===== src/hw/rtl/tcw_pkg.sv =====
package tcw_pkg;

    localparam int ROWS = 25;
    localparam int COLS = 80;
    localparam int DEPTH = ROWS * COLS;
    localparam int AW = $clog2(DEPTH);
    localparam int RW = 5;
    localparam int CW = 7;

    localparam logic [1:0] FUNC_PUT   = 2'd0;
    localparam logic [1:0] FUNC_READ  = 2'd1;
    localparam logic [1:0] FUNC_CLEAR = 2'd2;

    localparam logic [7:0] CH_BS    = 8'h08;
    localparam logic [7:0] CH_TAB   = 8'h09;
    localparam logic [7:0] CH_LF    = 8'h0A;
    localparam logic [7:0] CH_CR    = 8'h0D;
    localparam logic [7:0] CH_SPACE = 8'h20;

    typedef struct packed {
        logic [1:0] func;
        logic [7:0] char_code;
        logic [7:0] attribute;
        logic [4:0] read_row;
        logic [6:0] read_col;
    } in_item_t;

    typedef struct packed {
        logic [15:0] cell_data;
        logic [4:0]  cursor_row;
        logic [6:0]  cursor_col;
        logic [10:0] cursor_location;
    } out_item_t;

    typedef enum logic [2:0] {
        ST_IDLE,
        ST_READ,
        ST_RESULT,
        ST_FILL,
        ST_SCROLL
    } back_state_t;

endpackage


===== src/hw/rtl/tcw_front.sv =====
module tcw_front (
    input  logic              clk,
    input  logic              rst_n,
    input  logic              push,
    output logic              full,
    input  tcw_pkg::in_item_t in_item,
    output logic              q_valid,
    input  logic              q_take,
    output tcw_pkg::in_item_t q_item
);
    import tcw_pkg::*;

    in_item_t   buf_reg [2];
    logic       wr_reg;
    logic       rd_reg;
    logic [1:0] cnt_reg;

    assign full    = (cnt_reg == 2'd2);
    assign q_valid = (cnt_reg != 2'd0);
    assign q_item  = buf_reg[rd_reg];

    always_ff @(posedge clk)
    begin
        if (push && !full)
        begin
            buf_reg[wr_reg] <= in_item;
        end
    end

    always_ff @(posedge clk or negedge rst_n)
    begin
        if (!rst_n)
        begin
            wr_reg  <= 1'b0;
            rd_reg  <= 1'b0;
            cnt_reg <= 2'd0;
        end
        else
        begin
            if (push && !full)
            begin
                wr_reg <= ~wr_reg;
            end
            if (q_take && q_valid)
            begin
                rd_reg <= ~rd_reg;
            end
            cnt_reg <= cnt_reg + {1'b0, push && !full} - {1'b0, q_take && q_valid};
        end
    end

    a_cnt_range: assert property (@(posedge clk) disable iff (!rst_n) cnt_reg != 2'd3)
        else $error("queue count overflow");
    a_full_no_grow: assert property (@(posedge clk) disable iff (!rst_n)
        full && !(q_take && q_valid) |=> full)
        else $error("queue lost an entry");
    a_empty_rise: assert property (@(posedge clk) disable iff (!rst_n)
        !q_valid && !push |=> !q_valid)
        else $error("queue invented an entry");

endmodule


===== config.mk =====
export PLATFORM = sky130hd
export DESIGN_NAME = tcw_front
export DESIGN_NICKNAME = d
export VERILOG_FILES = /design/src/hw/rtl/tcw_pkg.sv /design/src/hw/rtl/tcw_front.sv
export SDC_FILE = /design/constraint.sdc
export NUM_CORES = 1
export LEC_CHECK = 0
export BUFFER_PORTS_ARGS = -buffer_cell sky130_fd_sc_hd__buf_2
export CAP_MARGIN = 5
export CORE_MARGIN = 5
export CORE_UTILIZATION = 30
export CTS_CLUSTER_SIZE = 12
export DETAILED_ROUTE_END_ITERATION = 12
export PLACE_DENSITY_LB_ADDON = 0.2
export SYNTH_ARGS = -nofsm -noshare
export SYNTH_HDL_FRONTEND = slang
export SYNTH_SLANG_ARGS = --single-unit

===== constraint.sdc =====
create_clock -name clk -period 5.6 [get_ports clk]
set_input_delay 1.12 -clock clk [delete_from_list [all_inputs] [get_ports clk]]
set_output_delay 1.12 -clock clk [all_outputs]
set_load 0.01 [all_outputs]

==> flow_metrics.py, run 1 <==
metrics = {
    "outcome": {
        "status": "finished clean",
    },
    "clock_network": {
        "root_buffer": "clkbuf_8",
        "clock_sinks": 64,
        "cts_tree": "built",
        "clock_path_buffers": 2,
        "cts_resized": 0,
        "post_cts_buffers": 0,
        "hold_buffers": 0,
        "clk_pin_slew_worst_paths_ns": 0.07,
        "insertion_delay_ns": 0.32,
        "cts_buffers": 9,
        "htreeDepth": 3,
    },
    "hold_path": {
        "hold_depth": 1,
        "min_delay_worst_endpoint": "cnt_reg[0]$_DFF_PN0_",
        "hp-start": "cnt_reg[0]$_DFF_PN0_",
        "hold_path_class": "flop to flop",
    },
    "die": {
        "fp.coreArea_um2": 7730,
        "die_height_um": 99.0,
        "std_cell_rows": 32,
        "fp.dieArea_um2": 9810,
        "initial_core_util": 0.308,
        "fp.dieW_um": 99.0,
        "io_pins": 66,
    },
    "synth": {
        "synth_area_leaders": "edfxtp_1 (76%), mux2_2 (14%), dfrtp_1 (4.2%)",
        "synth.most_common_cell": "edfxtp_1",
        "synth_edf_count": 60,
        "ys_seq_elements": 64,
        "avgSynthCellArea_um2": 21.4,
        "synth_top_cell_area_share": 0.757,
        "synth_warnings": 0,
        "syn_inst": 111,
        "synth_largest_area_cell": "edfxtp_1",
        "ys_seq_area_frac": 0.800,
        "ys_types": 14,
        "async_flop_share": 0.0625,
        "synth_commonest_cells": "edfxtp_1 (60), mux2_2 (30), dfrtp_1 (4)",
        "syn_nets": 147,
        "synth_top_flop_cell": "edfxtp_1",
        "syn-cell-area_um2": 2380,
    },
    "power_and_ir_drop": {
        "p_int_uw": 1120,
        "seqPwrFrac": 0.468,
        "power_uw": 1560,
        "netSwitchingFraction": 0.285,
        "ir_drop_mv": 0.137,
        "p_leak_uw": 0.00115,
        "switchingPower_uw": 445,
        "pwr-share-comb": 0.270,
        "power_density_nw_per_um2": 517,
        "clock_power_share": 0.262,
    },
    "flow_run": {
        "cap_violations": 0,
    },
    "sta": {
        "setup_tns_ns": 0,
        "setup_slack_ns": 2.73,
        "max_freq_mhz": 348,
        "final-hold-violation-count": 0,
        "maxSlewHeadroom": 0.396,
        "slew_violations": 0,
        "worst_pin_slew_ns": 0.903,
        "period_minus_slack_ns": 2.87,
        "rsz0062_at_grt": "false",
        "skew_ns": 0.00807,
        "setup_viol": 0,
        "finalCritPeriodShare": 0.513,
    },
    "place": {
        "placedCellCount": 276,
        "dp_hpwl_um": 2990,
        "portBuffers": 65,
        "gp_congestion": 0.675,
        "dpl_worst_slack_ns": 2.61,
    },
    "route": {
        "wl_per_cell_um": 14.8,
        "drtIter0Drc": 35,
        "via_per_inst": 4.18,
        "drc": 0,
        "vias": 1222,
        "finalWirelength_um": 4330,
        "drtPass1Iterations": 3,
        "ant_nets": 0,
    },
    "setup_path": {
        "end_kind": "primary output",
        "cp_slowest_cell": "dfrtp_2",
        "r2r-end": "buf_reg[1][18]$_DFFE_PP_",
        "regToRegSetupSlack_ns": 3.76,
        "crit_arrival_ns": 1.75,
        "worstPathCellList": "mux2_2 -> buf_2",
        "cp-start-kind": "flop",
        "criticalPathCategory": "flop to primary output",
        "path_max_fanout": 31,
        "r2r-start": "cnt_reg[1]$_DFF_PN0_",
        "cp_data_required_time_ns": 4.48,
        "cp.buffers_inverters": 1,
        "slowest_delay_ns": 0.84,
        "worst_path_dominant_cell_family": "flip-flops",
        "reg2reg_depth": 3,
    },
    "global_routing": {
        "grt_max_degree": 32,
        "antenna_found_initial": 0,
        "grt_pass1_vias": 1348,
        "grt_use_total": 0.0913,
        "overflow": 0,
        "grt_first_pass_wirelength_um": 6590,
    },
    "cells_and_area": {
        "fillers": 723,
        "drive_gt1_frac": 0.600,
        "syn_to_final_growth_pct": 27.1,
        "largest_reg_flops": 60,
        "num_antenna_cells": 0,
        "final_net_count": 221,
        "fin_util": 0.391,
        "final_cell_count_no_fill": 292,
    },
}
-- routing by layer --
metal | global-route usage | vias up | routed length (um) | part of all wire
li1 | - | 576 | - | -
met2 | 0.164 | 39 | 2430 | 0.56
met4 | 0.0630 | 0 | 90 | 0.021
met3 | 0.0283 | 7 | 209 | 0.048
met1 | 0.0879 | 600 | 1610 | 0.37
met5 | 0 | - | 0 | 0
-- layout by cell type, fill, tap and decap left out --
master     count
clkinv_2       2
edfxtp_1      60
dfrtp_1        3
ha_1           2
clkinv_1       2
and2_4         1
nand2b_1       1
buf_4          1
and3_1         1
clkinv_4       1
buf_2         65
xor2_1         1
xnor2_1        3
inv_1          2
nand2_1        1
nor2_4         1
mux2_2        30
clkbuf_8       9
bufinv_16      2
or2_4          1
dfrtp_2        1
-- worst register-to-register path, stage by stage, from the launching register on --
cell and delay (ns):
dfrtp_1 0.41, nand2b_1 0.12, and3_1 0.61, buf_4 0.39
-- stage by stage --
step | hold slack, ns | instance area (um^2)
2_1_floorplan | 0.460 | 2380
3_3_place_gp | 0.507 | 2810
3_5_place_dp | 0.527 | 2810
4_1_cts | 0.542 | 3020
5_1_grt | 0.561 | 3020
6_report | 0.537 | 3020
-- worst max-delay path by stage --
stage,start,end,cells past startpoint
floorplan,push,buf_reg[0][0]$_DFFE_PP_,2
global placement,rd_reg$_DFFE_PN0P_,q_item[19],2
detailed placement,rd_reg$_DFFE_PN0P_,q_item[19],2
CTS,rd_reg$_DFFE_PN0P_,q_item[19],2
global route,rd_reg$_DFFE_PN0P_,q_item[19],2
finish,rd_reg$_DFFE_PN0P_,q_item[19],2
-- area by class of cell --
class / count / area [um^2] / area share
well taps: 102 / 128 / 0.0422
inverters: 2 / 7.51 / 0.00248
repair buffers: 66 / 333 / 0.110
flip-flops and latches: 64 / 1900 / 0.629
clock buffers: 9 / 124 / 0.0410
multi-input cells: 42 / 443 / 0.146
clock inverters: 7 / 86.3 / 0.0285
-- power by group through the flow --
stage	sequential, uW	clock [uW]	combinational [uW]
global route	746	453	462
floorplan	694	0	323
global placement	738	0	435
finish	733	410	422
detailed placement	746	0	438
CTS	736	427	440
-- cell families (layout without fill, tap and decap cells) --
| kind of cell | count (synthesis) | in the layout | share of synthesized area |
|---|---|---|---|
| fa+ha+maj | 2 | 2 | 0.0105 |
| flops | 64 | 64 | 0.800 |
| xor+xnor | 4 | 4 | 0.0147 |
| mux | 30 | 30 | 0.142 |
| simple gates | 6 | 6 | 0.0158 |
| buf+inv | 5 | 84 | 0.0174 |
No activity file was read; power rests on OpenSTA's default activity.
==> run 2, diff against run 1 <==
==> constraint.sdc (replaced) <==
create_clock -name clk -period 2.6 [get_ports clk]
set_input_delay 0.52 -clock clk [delete_from_list [all_inputs] [get_ports clk]]
set_output_delay 0.52 -clock clk [all_outputs]
set_load 0.01 [all_outputs]
==> flow_metrics.py, run 2 (synthesis gave the netlist of run 1 again) <==
metrics = {
    "outcome": {
        "status": "finished clean",
    },
    "cells_and_area": {
        "drive_gt1_frac": 0.580,
        "fin_area_um2": 3030,
        "final_net_count": 224,
        "final_cell_count_no_fill": 295,
        "largest_reg_flops": 60,
        "syn_to_final_growth_pct": 27.4,
        "num_antenna_cells": 0,
        "fin_util": 0.392,
        "layout_common_cells": "buf_2 (65), edfxtp_1 (60), mux2_2 (30)",
        "layout_commonest_cell": "buf_2",
    },
    "setup_path": {
        "regToRegSetupSlack_ns": 0.90,
        "cp_data_required_time_ns": 2.08,
        "crit_arrival_ns": 1.56,
        "critPathLaunch": "rd_reg$_DFFE_PN0P_",
        "r2r-start": "cnt_reg[1]$_DFF_PN0_",
        "path_max_fanout": 31,
        "reg2reg_depth": 7,
        "end_kind": "primary output",
        "r2r-end": "cnt_reg[1]$_DFF_PN0_",
        "criticalPathCategory": "flop to primary output",
        "cp-start-kind": "flop",
    },
    "die": {
        "fp.dieArea_um2": 9810,
        "initial_core_util": 0.308,
        "fp.dieW_um": 99.0,
        "io_pins": 66,
        "die_height_um": 99.0,
        "fp.coreArea_um2": 7730,
        "std_cell_rows": 32,
    },
    "hold_path": {
        "hold_depth": 1,
        "min_delay_worst_endpoint": "buf_reg[0][6]$_DFFE_PP_",
        "hold_path_class": "input pin to flop",
        "hp-start": "in_item[6]",
    },
    "clock_network": {
        "root_buffer": "clkbuf_8",
        "clock_path_buffers": 2,
        "hold_buffers": 1,
        "cts_resized": 0,
        "insertion_delay_ns": 0.33,
        "clk_pin_slew_worst_paths_ns": 0.07,
        "clock_sinks": 64,
        "post_cts_buffers": 0,
        "cts_buffers": 9,
        "htreeDepth": 3,
        "cts_tree": "built",
    },
    "route": {
        "via_per_inst": 4.21,
        "wl_per_cell_um": 14.1,
        "finalWirelength_um": 4160,
        "drtIter0Drc": 29,
        "vias": 1241,
        "ant_nets": 0,
        "drtPass1Iterations": 4,
        "drc": 0,
    },
    "power_and_ir_drop": {
        "ir_drop_mv": 0.250,
        "power_density_nw_per_um2": 1080,
        "p_leak_uw": 0.00115,
    },
    "global_routing": {
        "grt_pass1_vias": 1327,
        "grt_first_pass_wirelength_um": 6430,
        "overflow": 0,
        "antenna_found_initial": 0,
        "grt_use_total": 0.0888,
        "grt_max_degree": 32,
    },
    "place": {
        "dp_hpwl_um": 2880,
        "portBuffers": 65,
        "placedCellCount": 278,
        "gp_congestion": 0.682,
        "placed_cell_area_um2": 2840,
    },
    "sta": {
        "setup_viol": 0,
        "worst_pin_slew_ns": 0.431,
        "skew_ns": 0.00710,
        "period_minus_slack_ns": 2.08,
        "final-hold-violation-count": 0,
        "max_freq_mhz": 482,
        "maxSlewHeadroom": 0.712,
        "whs_ns": 0.377,
        "rsz0062_at_grt": "false",
        "setup_tns_ns": 0,
        "slew_violations": 0,
        "finalCritPeriodShare": 0.799,
    },
    "flow_run": {
        "cap_violations": 0,
    },
}
run 2: routing by layer:
metal  up-vias  global-route usage  wire [um]  share of wire
met5         -                   0          0              0
met4         0              0.0756        184          0.044
met3        13              0.0269        220          0.053
met2        40               0.150       2180           0.52
met1       605              0.0879       1580           0.38
li1        583                   -          -              -
run 2: worst max-delay path, cell delays in order (launching register included):
cell	delay [ns]
dfrtp_1	0.32
buf_4	0.36
mux2_2	0.40
buf_2	0.14
run 2: power by group:
| group | internal (uW) | leakage, uW | switching, uW |
|---|---|---|---|
| logic | 492 | 0.000457 | 540 |
| clock network | 437 | 0.0000857 | 339 |
| registers | 1410 | 0.000604 | 62.3 |
| total | 2340 | 0.00115 | 942 |
run 2: how the worst max path moves through the flow:
stage,endpoint,cells past startpoint
final,q_item[11],3
after global routing,q_item[25],3
after CTS,q_item[11],3
after detailed placement,q_item[11],3
after global placement,q_item[11],3
after floorplan,buf_reg[0][0]$_DFFE_PP_,2
run 2: area by class of cell:
cell class	instances	area (um^2)
sequential	64	1900
clock inverter	4	45.0
fill	745	4700
inverter	2	7.51
tap	102	128
multi-input combinational	42	443
clock buffer	12	135
timing repair buffer	69	370
run 2: stage by stage:
step	setup WS [ns]	power [uW]
floorplan	0.298	2190
global placement	0.862	2530
detailed placement	0.846	2570
CTS	0.477	3360
global route	0.428	3480
finish	0.524	3290
==> run 3, diff against run 2 <==
==> constraint.sdc (replaced) <==
create_clock -name clk -period 1.8 [get_ports clk]
set_input_delay 0.36 -clock clk [delete_from_list [all_inputs] [get_ports clk]]
set_output_delay 0.36 -clock clk [all_outputs]
set_load 0.01 [all_outputs]
==> flow_metrics.py, run 3 (synthesis gave the netlist of run 1 again) <==
metrics = {
    "setup_path": {
        "criticalPathCategory": "flop to primary output",
        "path_max_fanout": 13,
        "crit_arrival_ns": 1.44,
        "end_kind": "primary output",
        "cp-start-kind": "flop",
        "cp_data_required_time_ns": 1.44,
    },
    "global_routing": {
        "grt_max_degree": 27,
        "grt_use_total": 0.0934,
        "busiest_layer": "met2",
        "use_met1": 0.0962,
        "grt_util_met2": 0.156,
        "use_met3": 0.0495,
        "grt_first_pass_wirelength_um": 6730,
        "antenna_found_initial": 0,
        "grt_pass1_vias": 1366,
        "overflow": 0,
    },
    "route": {
        "vias": 1236,
        "drtIter0Drc": 29,
        "drtPass1Iterations": 4,
        "finalWirelength_um": 4530,
        "drc": 0,
        "via_per_inst": 4.15,
        "ant_nets": 0,
        "wl_per_cell_um": 15.2,
    },
    "sta": {
        "worst_pin_slew_ns": 0.222,
        "skew_ns": 0.00554,
        "maxSlewHeadroom": 0.852,
        "rsz0062_at_grt": "true",
        "period_minus_slack_ns": 1.80,
        "setup_tns_ns": -0.00162,
        "final-hold-violation-count": 0,
        "setup_slack_ns": -0.00162,
        "max_freq_mhz": 555,
        "finalCritPeriodShare": 1.00,
        "slew_violations": 0,
        "setup_viol": 1,
    },
    "die": {
        "fp.dieArea_um2": 9810,
        "io_pins": 66,
        "fp.dieW_um": 99.0,
        "die_height_um": 99.0,
        "fp.coreArea_um2": 7730,
        "std_cell_rows": 32,
        "initial_core_util": 0.308,
    },
    "clock_network": {
        "post_cts_buffers": 0,
        "htreeDepth": 3,
        "cts_buffers": 9,
        "insertion_delay_ns": 0.33,
        "root_buffer": "clkbuf_8",
        "clk_pin_slew_worst_paths_ns": 0.07,
        "clock_sinks": 64,
        "clock_path_buffers": 2,
        "cts_tree": "built",
    },
    "outcome": {
        "status": "finished, violations left",
        "violations": "negative setup slack",
    },
    "place": {
        "dpl_worst_slack_ns": 0.103,
        "portBuffers": 65,
        "gp_congestion": 0.670,
        "dp_hpwl_um": 2940,
        "placedCellCount": 280,
        "placed_cell_area_um2": 2880,
    },
    "power_and_ir_drop": {
        "power_uw": 5430,
        "ir_drop_mv": 0.783,
        "p_leak_uw": 0.00124,
        "power_density_nw_per_um2": 1680,
    },
    "cells_and_area": {
        "final_cell_count_no_fill": 298,
        "fillers": 704,
        "fin_area_um2": 3240,
        "layout_commonest_cell": "edfxtp_1",
        "num_antenna_cells": 0,
        "drive_gt1_frac": 0.617,
        "layout_common_cells": "edfxtp_1 (60), buf_2 (53), mux2_2 (28)",
        "largest_reg_flops": 60,
        "final_net_count": 227,
        "syn_to_final_growth_pct": 36.0,
    },
    "hold_path": {
        "hold_path_class": "input pin to flop",
    },
    "flow_run": {
        "cap_violations": 0,
    },
}
[run 3: area by class of cell]
type                            count  area [um^2]  area share
Clock buffer                       10          128      0.0394
Multi-Input combinational cell     42          452       0.140
Clock inverter                      6          108      0.0333
Timing Repair Buffer               72          510       0.158
Inverter                            2         7.51     0.00232
Sequential cell                    64         1900       0.588
Tap cell                          102          128      0.0394
[run 3: worst paths after layout]
path,startpoint,endpoint,slack [ns],depth (start not counted)
setup / recovery,rd_reg$_DFFE_PN0P_,q_item[24],-0.002,3
hold / removal,in_item[11],buf_reg[0][11]$_DFFE_PP_,0.21,1
setup reg to reg,cnt_reg[1]$_DFF_PN0_,cnt_reg[1]$_DFF_PN0_,0.09,7
hold reg to reg,cnt_reg[0]$_DFF_PN0_,cnt_reg[0]$_DFF_PN0_,0.53,1
max in group asynchronous,rst_n,rd_reg$_DFFE_PN0P_,1.32,2
min in group asynchronous,rst_n,wr_reg$_DFFE_PN0N_,0.35,2
[run 3: through the flow]
| step | util | hold WS, ns |
|---|---|---|
| 3_3_place_gp | 0.373 | 0.166 |
| 4_1_cts | 0.405 | 0.182 |
| 6_report | 0.419 | 0.211 |
| 3_5_place_dp | 0.373 | 0.170 |
| 2_1_floorplan | - | 0.0644 |
| 5_1_grt | 0.419 | 0.182 |
[run 3: worst max-delay path: stages, from the launching register on]
cell,delay [ns]
dfrtp_2,0.43
clkbuf_16,0.20
mux2_2,0.35
buf_6,0.12
[run 3: report_power, final]
part | switching, uW | internal, uW | leakage, uW
Clock | 512 | 915 | 0.000116
Sequential | 119 | 2040 | 0.000603
Combinational | 854 | 982 | 0.000521
[run 3: timing repair]
action	CTS	global route
gates resized for setup	0	15
pin swaps	0	0
gates cloned	0	1
hold buffers	1	0
endpoints found under the setup margin	25	25
endpoints found under the hold margin	4	0
[run 3: metal layers]
metal  wire (um)  vias to the layer above
met2        2360                       41
met3         314                       10
met5           0                        -
li1            -                      589
met1        1780                      596
met4          82                        0
